`src/rtl/dul_pkg.sv`:
```
// Package for the dot-unstuffing line deframer: types, character codes,
// register indexes and the per-byte line helper. No dependencies.
package dul_pkg;

  localparam int LENGTH_BITS = 16;
  // Line counter width: saturation value never exceeds 16 bits
  localparam int CNT_W = (LENGTH_BITS < 16) ? LENGTH_BITS : 16;
  localparam int LEN_W = 16;

  typedef logic [CNT_W-1:0] cnt_t;
  localparam cnt_t LEN_MAX = '1;

  localparam logic [7:0] CH_DOT = 8'h2E;
  localparam logic [7:0] CH_CR  = 8'h0D;
  localparam logic [7:0] CH_LF  = 8'h0A;

  // Configuration register indexes
  localparam logic CFG_DATA_MODE = 1'b0;
  localparam logic CFG_STRIP_CR  = 1'b1;

  typedef enum logic [2:0] {
    PH_SOL,
    PH_DOT,
    PH_DOTCR,
    PH_IN,
    PH_END
  } phase_t;

  typedef struct packed {
    logic [7:0]       out_byte;
    logic             has_byte;
    logic             line_end;
    logic [LEN_W-1:0] line_length;
    logic             end_of_data;
    logic             last;
  } result_t;

  // Results of one byte, compacted: r0 first, num valid entries
  typedef struct packed {
    logic [1:0] num;
    result_t    r0;
    result_t    r1;
  } step_res_t;

  // One ordinary byte: optional result and the updated line count
  typedef struct packed {
    logic    emit;
    result_t res;
    cnt_t    count;
  } plain_t;

  function automatic plain_t plain_byte(input logic [7:0] c, input logic strip,
                                        input cnt_t count);
    plain_t p;
    p = '0;
    if (c == CH_LF) begin
      p.emit             = 1'b1;
      p.res.out_byte     = CH_LF;
      p.res.has_byte     = 1'b1;
      p.res.line_end     = 1'b1;
      p.res.line_length  = LEN_W'(count);
      p.count            = '0;
    end else if (c == CH_CR && strip) begin
      p.count = count;
    end else begin
      p.emit         = 1'b1;
      p.res.out_byte = c;
      p.res.has_byte = 1'b1;
      p.count        = (count != LEN_MAX) ? count + 1'b1 : count;
    end
    return p;
  endfunction

  function automatic phase_t plain_phase(input logic [7:0] c);
    return (c == CH_LF) ? PH_SOL : PH_IN;
  endfunction

endpackage

```
`src/rtl/dul_step.sv`:
```
// Per-byte parse logic: results and next parse state for one received byte.
// Depends on dul_pkg.
module dul_step (
  input  logic [7:0]         rx_byte,
  input  logic               data_mode,
  input  logic               strip_cr,
  input  dul_pkg::phase_t    phase,
  input  dul_pkg::cnt_t      count,
  output dul_pkg::step_res_t res,
  output dul_pkg::phase_t    phase_next,
  output dul_pkg::cnt_t      count_next
);

  dul_pkg::plain_t p1;   // byte taken as ordinary
  dul_pkg::plain_t pc;   // held CR released
  dul_pkg::plain_t p2;   // byte following the released CR
  dul_pkg::result_t ra;
  dul_pkg::result_t rb;
  logic ea;
  logic eb;

  assign p1 = dul_pkg::plain_byte(rx_byte, strip_cr, count);
  assign pc = dul_pkg::plain_byte(dul_pkg::CH_CR, strip_cr, count);
  assign p2 = dul_pkg::plain_byte(rx_byte, strip_cr, pc.count);

  // next state
  always_comb begin
    phase_next = phase;
    count_next = count;
    priority if (phase == dul_pkg::PH_END) begin
      phase_next = phase;
    end else if (!data_mode) begin
      phase_next = dul_pkg::plain_phase(rx_byte);
      count_next = p1.count;
    end else begin
      unique case (phase)
        dul_pkg::PH_SOL: begin
          if (rx_byte == dul_pkg::CH_DOT) begin
            phase_next = dul_pkg::PH_DOT;
          end else begin
            phase_next = dul_pkg::plain_phase(rx_byte);
            count_next = p1.count;
          end
        end
        dul_pkg::PH_DOT: begin
          if (rx_byte == dul_pkg::CH_CR) begin
            phase_next = dul_pkg::PH_DOTCR;
          end else begin
            phase_next = dul_pkg::plain_phase(rx_byte);
            count_next = p1.count;
          end
        end
        dul_pkg::PH_DOTCR: begin
          if (rx_byte == dul_pkg::CH_LF) begin
            phase_next = dul_pkg::PH_END;
            count_next = '0;
          end else begin
            phase_next = dul_pkg::plain_phase(rx_byte);
            count_next = p2.count;
          end
        end
        dul_pkg::PH_IN: begin
          phase_next = dul_pkg::plain_phase(rx_byte);
          count_next = p1.count;
        end
        default: begin
          phase_next = phase;
        end
      endcase
    end
  end

  // raw results, before compaction
  always_comb begin
    ea = 1'b0;
    eb = 1'b0;
    ra = '0;
    rb = '0;
    priority if (phase == dul_pkg::PH_END) begin
      ea = 1'b0;
    end else if (data_mode && phase == dul_pkg::PH_DOTCR) begin
      if (rx_byte == dul_pkg::CH_LF) begin
        ea             = 1'b1;
        ra.end_of_data = 1'b1;
      end else begin
        ea = pc.emit;
        ra = pc.res;
        eb = p2.emit;
        rb = p2.res;
      end
    end else if (data_mode && (phase == dul_pkg::PH_SOL && rx_byte == dul_pkg::CH_DOT ||
                               phase == dul_pkg::PH_DOT && rx_byte == dul_pkg::CH_CR)) begin
      ea = 1'b0;
    end else begin
      ea = p1.emit;
      ra = p1.res;
    end
  end

  // compact and mark the final result of the byte
  always_comb begin
    res = '0;
    if (ea) begin
      res.r0  = ra;
      res.r1  = rb;
      res.num = eb ? 2'd2 : 2'd1;
    end else begin
      res.r0  = rb;
      res.num = eb ? 2'd1 : 2'd0;
    end
    if (res.num == 2'd2) begin
      res.r1.last = 1'b1;
    end else if (res.num == 2'd1) begin
      res.r0.last = 1'b1;
    end
  end

endmodule

```
`src/rtl/dul_outq.sv`:
```
// Two-slot result queue: takes up to two results a cycle, shows one.
// Depends on dul_pkg.
module dul_outq (
  input  logic               clk,
  input  logic               rst,
  input  dul_pkg::step_res_t push,   // push.num already gated by caller
  input  logic               out_ready,
  output logic               out_valid,
  output dul_pkg::result_t   head,
  output logic [1:0]         room
);

  dul_pkg::result_t s0;
  dul_pkg::result_t s1;
  logic [1:0] count;
  logic [1:0] keep;
  logic       pop;

  assign pop       = out_valid && out_ready;
  assign keep      = count - {1'b0, pop};
  assign room      = 2'd2 - keep;
  assign out_valid = (count != 2'd0);
  assign head      = s0;

  always_ff @(posedge clk) begin
    if (rst) begin
      count <= 2'd0;
    end else begin
      count <= keep + push.num;
    end
  end

  always_ff @(posedge clk) begin
    unique case (keep)
      2'd0: begin
        s0 <= push.r0;
        s1 <= push.r1;
      end
      2'd1: begin
        if (pop) begin
          s0 <= s1;
        end
        s1 <= push.r0;
      end
      default: begin
        s0 <= s0;
        s1 <= s1;
      end
    endcase
  end

endmodule

```
`src/rtl/dot_unstuff_line_deframer_unit.sv`:
```
// Dot-unstuffing line deframer, top level: input register, parse state,
// per-byte logic and result queue. Depends on dul_pkg, dul_step, dul_outq.
//
// Takes one received byte per transfer and delivers zero, one or two results
// per byte. One byte can be accepted every clock; a byte whose results wait
// in the two-slot output queue does not hold off the next byte unless the
// queue lacks room for that byte's results. A byte's first result is shown
// after the input register and then the queue register. Bytes that release a
// held CR next to an ordinary byte produce two results and so use two output
// transfers; this output port bandwidth is what limits the rate.
// In data mode a leading dot is removed and a dot CR LF line gives one
// end-of-data result, after which all bytes are dropped until data_mode is
// written again. Any data_mode write returns to start of line with a cleared
// line count. The user must write configuration only while the block is idle;
// the block does not check. No memories, no clearing pass: ready after reset.
module dot_unstuff_line_deframer_unit (
  input  logic        clk,
  input  logic        rst,
  // received byte stream
  input  logic        s_tvalid,
  output logic        s_tready,
  input  logic [7:0]  s_tdata,    // [7:0] rx_byte
  // result stream
  output logic        m_tvalid,
  input  logic        m_tready,
  output logic [23:0] m_tdata,    // [7:0] out_byte, [23:8] line_length
  output logic [2:0]  m_tuser,    // [0] has_byte, [1] line_end, [2] end_of_data
  output logic        m_tlast,    // final result of the input byte
  // configuration writes
  input  logic        cfg_we,
  input  logic        cfg_index,  // 0 data_mode, 1 strip_cr
  input  logic        cfg_wdata
);

  // input register
  logic       in_valid;
  logic [7:0] in_byte;

  // parse state and configuration
  logic            data_mode;
  logic            strip_cr;
  dul_pkg::phase_t phase;
  dul_pkg::phase_t phase_next;
  dul_pkg::cnt_t   line_count;
  dul_pkg::cnt_t   line_count_next;

  dul_pkg::step_res_t step_res;
  dul_pkg::step_res_t push;
  dul_pkg::result_t   head;
  logic [1:0]         room;
  logic               proceed;

  dul_step u_step (
    .rx_byte    (in_byte),
    .data_mode  (data_mode),
    .strip_cr   (strip_cr),
    .phase      (phase),
    .count      (line_count),
    .res        (step_res),
    .phase_next (phase_next),
    .count_next (line_count_next)
  );

  // The registered byte is processed once the queue can hold all its results.
  assign proceed  = in_valid && (step_res.num <= room);
  assign s_tready = !in_valid || proceed;

  always_comb begin
    push = step_res;
    if (!proceed) begin
      push.num = 2'd0;
    end
  end

  always_ff @(posedge clk) begin
    if (rst) begin
      in_valid <= 1'b0;
    end else if (s_tvalid && s_tready) begin
      in_valid <= 1'b1;
    end else if (proceed) begin
      in_valid <= 1'b0;
    end
  end

  always_ff @(posedge clk) begin
    if (s_tvalid && s_tready) begin
      in_byte <= s_tdata;
    end
  end

  // state update; the user must write config only while idle, unchecked here
  always_ff @(posedge clk) begin
    if (rst) begin
      data_mode  <= 1'b0;
      strip_cr   <= 1'b1;
      phase      <= dul_pkg::PH_SOL;
      line_count <= '0;
    end else if (cfg_we) begin
      unique case (cfg_index)
        dul_pkg::CFG_DATA_MODE: begin
          data_mode  <= cfg_wdata;
          phase      <= dul_pkg::PH_SOL;
          line_count <= '0;
        end
        dul_pkg::CFG_STRIP_CR: begin
          strip_cr <= cfg_wdata;
        end
      endcase
    end else if (proceed) begin
      phase      <= phase_next;
      line_count <= line_count_next;
    end
  end

  dul_outq u_outq (
    .clk       (clk),
    .rst       (rst),
    .push      (push),
    .out_ready (m_tready),
    .out_valid (m_tvalid),
    .head      (head),
    .room      (room)
  );

  assign m_tdata = {head.line_length, head.out_byte};
  assign m_tuser = {head.end_of_data, head.line_end, head.has_byte};
  assign m_tlast = head.last;

endmodule

```
`config.mk`:
```
export PLATFORM = sky130hd
export DESIGN_NAME = dot_unstuff_line_deframer_unit
export DESIGN_NICKNAME = d
export VERILOG_FILES = /design/src/rtl/dul_pkg.sv /design/src/rtl/dul_step.sv /design/src/rtl/dul_outq.sv /design/src/rtl/dot_unstuff_line_deframer_unit.sv
export SDC_FILE = /design/constraint.sdc
export NUM_CORES = 1
export LEC_CHECK = 0
export BUFFER_PORTS_ARGS = -buffer_cell sky130_fd_sc_hd__buf_4
export CAP_MARGIN = 20
export CELL_PAD_IN_SITES_DETAIL_PLACEMENT = 2
export CELL_PAD_IN_SITES_GLOBAL_PLACEMENT = 2
export CORE_MARGIN = 1
export CORE_UTILIZATION = 35
export CTS_CLUSTER_DIAMETER = 30
export DETAILED_ROUTE_END_ITERATION = 8
export PLACE_DENSITY = 0.86
export SLEW_MARGIN = 15
export SYNTH_ARGS = -nofsm -noshare
export SYNTH_HDL_FRONTEND = slang
export SYNTH_SLANG_ARGS = --single-unit
```
`constraint.sdc`:
```
create_clock -name clk -period 4.6 [get_ports clk]
set_input_delay 0.46 -clock clk [delete_from_list [all_inputs] [get_ports clk]]
set_output_delay 0.46 -clock clk [all_outputs]
set_load 0.1 [all_outputs]
```
==> impl_results.html <==
<table>
<tr><th>Metric</th><th>Value</th></tr>
<tr><th colspan="2">Run status</th></tr>
<tr><td>Run status</td><td>finished clean</td></tr>
<tr><th colspan="2">Worst setup path</th></tr>
<tr><td>Arrival time of the worst setup path</td><td>4.82 ns</td></tr>
<tr><td>Type of element capturing the critical path</td><td>flop</td></tr>
<tr><td>Critical-path maximum fanout</td><td>15</td></tr>
<tr><td>Required @ worst endpoint</td><td>4.85 ns</td></tr>
<tr><td>Kind of start point of the critical path</td><td>flop</td></tr>
<tr><td>Crit path kind</td><td>flop to flop</td></tr>
<tr><th colspan="2">Routing</th></tr>
<tr><td>Routed vias/inst</td><td>6.27</td></tr>
<tr><td>First-iteration detailed-routing DRC count</td><td>440</td></tr>
<tr><td>Final Routed Wirelength</td><td>22700 um</td></tr>
<tr><td>DRC Markers</td><td>0</td></tr>
<tr><td>Count of vias placed by the detailed router</td><td>5602</td></tr>
<tr><td>Number of detailed-routing iterations run before antenna repair</td><td>5</td></tr>
<tr><td>Remaining number of nets flagged by the antenna check after routing</td><td>0</td></tr>
<tr><td>WL/cell</td><td>25.4 um</td></tr>
<tr><th colspan="2">Clock network</th></tr>
<tr><td>Clock tree root driver cell</td><td>sky130_fd_sc_hd__clkbuf_16</td></tr>
<tr><td>Clock Tree Buf Depth</td><td>2</td></tr>
<tr><td>Number of sinks handled by clock tree synthesis</td><td>88</td></tr>
<tr><td>Clock buffer count from CTS</td><td>9</td></tr>
<tr><td>H-tree level count</td><td>3</td></tr>
<tr><td>Clock latency of the later-clocked register in the worst-skew pair</td><td>0.36 ns</td></tr>
<tr><td>Hold-fix buffer count after cts</td><td>0</td></tr>
<tr><td>Clock input transition at the sequential cells of the worst setup and hold paths</td><td>0.07 ns</td></tr>
<tr><td>TritonCTS clock tree</td><td>built</td></tr>
<tr><th colspan="2">Timing</th></tr>
<tr><td>Clock Skew</td><td>0.0152 ns</td></tr>
<tr><td>Setup violations, final</td><td>0</td></tr>
<tr><td>Tmin final</td><td>4.57 ns</td></tr>
<tr><td>Setup Total Neg Slack</td><td>0 ns</td></tr>
<tr><td>Final cycle utilization of the critical path</td><td>0.994</td></tr>
<tr><td>Final hold viol count</td><td>0</td></tr>
<tr><td>Slew of the pin with the lowest slew margin</td><td>1.05 ns</td></tr>
<tr><td>Timing-limited maximum frequency</td><td>219 MHz</td></tr>
<tr><td>Final worst setup slack</td><td>0.0285 ns</td></tr>
<tr><td>Final-report max-slew violation count</td><td>0</td></tr>
<tr><td>Relative slew slack</td><td>0.293</td></tr>
<tr><th colspan="2">Pwr</th></tr>
<tr><td>Reported leakage power</td><td>2.53 nW</td></tr>
<tr><td>Worst-case vdd ir drop</td><td>0.441 mV</td></tr>
<tr><td>Power density normalized to cell area</td><td>605 mW/mm^2</td></tr>
<tr><th colspan="2">Yosys</th></tr>
<tr><td>Post-synth EDFFs</td><td>64</td></tr>
<tr><td>Synth Instances</td><td>620</td></tr>
<tr><td>Xor/xnor cell area share of the yosys netlist</td><td>0.0138</td></tr>
<tr><td>Post-synthesis adder-cell area fraction</td><td>0.0197</td></tr>
<tr><td>Yosys warns</td><td>0</td></tr>
<tr><td>Number of different library cells in the post-synthesis netlist</td><td>79</td></tr>
<tr><td>Mux share of post-synthesis cell area</td><td>0.0295</td></tr>
<tr><td>Post-synthesis async set-or-reset flop share</td><td>0</td></tr>
<tr><td>Share of synthesized cell area in and, or, nand and nor gates</td><td>0.241</td></tr>
<tr><td>Total nets after synthesis</td><td>644</td></tr>
<tr><td>Synthesized flop and latch total</td><td>88</td></tr>
<tr><td>Main combinational cell family by area after synthesis</td><td>simple AND/OR/NAND/NOR gates</td></tr>
<tr><td>Complex-gate fraction of the synthesized area</td><td>0.231</td></tr>
<tr><td>Commonest register cell after synthesis</td><td>sky130_fd_sc_hd__edfxtp_1</td></tr>
<tr><td>Mean instance size in the synthesized netlist</td><td>9.22 sq um</td></tr>
<tr><td>Netlist area before placement</td><td>0.00572 sq mm</td></tr>
<tr><td>Fraction of the yosys area taken by sequential cells</td><td>0.420</td></tr>
<tr><th colspan="2">Cells and area</th></tr>
<tr><td>Net total in the final layout</td><td>696</td></tr>
<tr><td>Commonest cells after routing, fill and taps aside</td><td>90 x sky130_fd_sc_hd__buf_4, 64 x sky130_fd_sc_hd__edfxtp_1, 50 x sky130_fd_sc_hd__nand2_1</td></tr>
<tr><td>Commonest non-fill, non-tap cell in the layout</td><td>sky130_fd_sc_hd__buf_4</td></tr>
<tr><td>Final design instance area without fill</td><td>0.00682 sq mm</td></tr>
<tr><td>Diode count</td><td>0</td></tr>
<tr><td>Fraction of layout cells with a size suffix above 1</td><td>0.208</td></tr>
<tr><td>Area added between synthesis and finish</td><td>19.2%</td></tr>
<tr><th colspan="2">Global routing</th></tr>
<tr><td>Congestion Overflow GR</td><td>0</td></tr>
<tr><td>Antenna violations before repair</td><td>0</td></tr>
<tr><td>Total routing usage reported by global routing</td><td>0.274</td></tr>
<tr><td>Number of global-route vias before repair</td><td>5947</td></tr>
<tr><td>Largest net degree at the start of global routing</td><td>47</td></tr>
<tr><td>First-pass GRT wire length</td><td>34600 um</td></tr>
<tr><th colspan="2">Place</th></tr>
<tr><td>GP Congestion</td><td>0.896</td></tr>
<tr><td>Placement Cell Area</td><td>0.00644 sq mm</td></tr>
<tr><td>Post-Place Setup Slack</td><td>-0.203 ns</td></tr>
<tr><td>Port buffer count</td><td>44</td></tr>
<tr><td>Detail Placement HPWL</td><td>16200 um</td></tr>
<tr><th colspan="2">Die</th></tr>
<tr><td>Core region area</td><td>0.0159 sq mm</td></tr>
<tr><td>Overall die width</td><td>130 um</td></tr>
<tr><td>I/O Pins</td><td>45</td></tr>
<tr><td>Die span in y</td><td>130 um</td></tr>
<tr><td>Overall die area</td><td>0.0169 sq mm</td></tr>
<tr><td>Row cnt</td><td>46</td></tr>
<tr><td>Effective utilization at floorplan</td><td>0.359</td></tr>
<tr><th colspan="2">Hold path</th></tr>
<tr><td>Classification of the worst-slack hold path</td><td>input pin to flop</td></tr>
<tr><th colspan="2">Job</th></tr>
<tr><td>Max capacitance violation total</td><td>0</td></tr>
</table>
[layer usage]
layer	up-vias	GRT usage	routed length (um)
met5	-	0	0
li1	2461	-	-
met1	2845	0.339	9460
met3	62	0.0365	1270
met4	0	0.122	841
met2	234	0.476	11100
[final cells by class]
| class | count | area, sq um |
|---|---|---|
| Clock inverter | 6 | 83.8 |
| Fill cell | 1741 | 9130 |
| Inverter | 12 | 45.0 |
| Tap cell | 216 | 270 |
| Clock buffer | 10 | 229 |
| Sequential cell | 88 | 2400 |
| Multi-Input combinational cell | 470 | 3090 |
| Timing Repair Buffer | 91 | 696 |
[path summary, 6_finish.rpt]
kind | from | endpoint | slack [ns] | cells past startpoint
min reg2reg | phase[1] | phase[1] | 0.56 | 2
max | in_byte[4] | line_count[1] | 0.03 | 17
max reg2reg | in_byte[4] | line_count[1] | 0.03 | 17
min | s_tdata[4] | in_byte[4] | 0.28 | 1
[cells in the mapped netlist (9+ instances only)]
cell | instances | area, sq um
sky130_fd_sc_hd__a21o_1 | 9 | 67.6
sky130_fd_sc_hd__edfxtp_1 | 64 | 1920
sky130_fd_sc_hd__nand3_1 | 22 | 110
sky130_fd_sc_hd__a22o_1 | 21 | 184
sky130_fd_sc_hd__ha_1 | 9 | 113
sky130_fd_sc_hd__a21oi_1 | 46 | 230
sky130_fd_sc_hd__mux2i_1 | 9 | 90.1
sky130_fd_sc_hd__clkbuf_1 | 37 | 139
sky130_fd_sc_hd__and2_1 | 28 | 175
sky130_fd_sc_hd__inv_1 | 11 | 41.3
sky130_fd_sc_hd__nand2_1 | 52 | 195
sky130_fd_sc_hd__a31oi_1 | 11 | 68.8
sky130_fd_sc_hd__o21ai_0 | 34 | 170
sky130_fd_sc_hd__and3_1 | 14 | 87.6
sky130_fd_sc_hd__dfxtp_1 | 24 | 480
sky130_fd_sc_hd__nor3_1 | 25 | 125
sky130_fd_sc_hd__nor2_1 | 40 | 150
[worst max-delay path: stages (launching register included)]
cell                       delay (ns)
sky130_fd_sc_hd__edfxtp_1        0.45
sky130_fd_sc_hd__or4b_4          0.59
sky130_fd_sc_hd__or4_1           0.56
sky130_fd_sc_hd__a21boi_2        0.23
sky130_fd_sc_hd__a21oi_1         0.15
sky130_fd_sc_hd__nand2_1         0.12
sky130_fd_sc_hd__inv_1           0.06
sky130_fd_sc_hd__ha_1            0.35
sky130_fd_sc_hd__inv_1           0.09
sky130_fd_sc_hd__ha_1            0.29
sky130_fd_sc_hd__nand2_1         0.07
sky130_fd_sc_hd__o21ai_1         0.12
sky130_fd_sc_hd__nand4b_1        0.18
sky130_fd_sc_hd__or2_4           0.37
sky130_fd_sc_hd__nand2_2         0.19
sky130_fd_sc_hd__o21ai_0         0.14
sky130_fd_sc_hd__a221o_1         0.33
sky130_fd_sc_hd__o21a_1          0.18
[what timing repair did]
action                                  in CTS  in global routing
setup buffers                                0                  3
pin swaps                                    0                  2
endpoints found under the setup margin      15                 16
gates resized for setup                      5                  6
hold endpoints to repair                     0                  0
[kinds of logic after synthesis]
kind of cell | Yosys count
adder cells (fa/ha/maj) | 9
buffers and inverters | 62
AO/OA/AOI/OAI | 192
AND/OR/NAND/NOR | 244
XOR/XNOR | 9
multiplexers | 16
flip-flops | 88
[power breakdown]
group          internal [mW]  switching (mW)
sequential              1.25           0.113
clock                  0.474           0.334
combinational          0.425            1.53
[stage by stage]
step,util,hold WS (ns),power [mW],cells
finish,0.428,0.281,4.13,893
global route,0.428,0.277,4.28,893
CTS,0.424,0.276,4.12,890
detailed placement,0.404,0.545,3.31,874
global placement,0.404,0.486,3.19,874
floorplan,-,0.466,2.80,620
[registers in the layout, indices dropped and copies added (netlist names)]
register and flops:
u_outq.s1 28, in_byte 8, u_outq.count 2, in_valid 1
u_outq.head 28, strip_cr 1, data_mode 1, line_count 16
phase 3
Note: power is estimated with default switching activity, not from simulation.
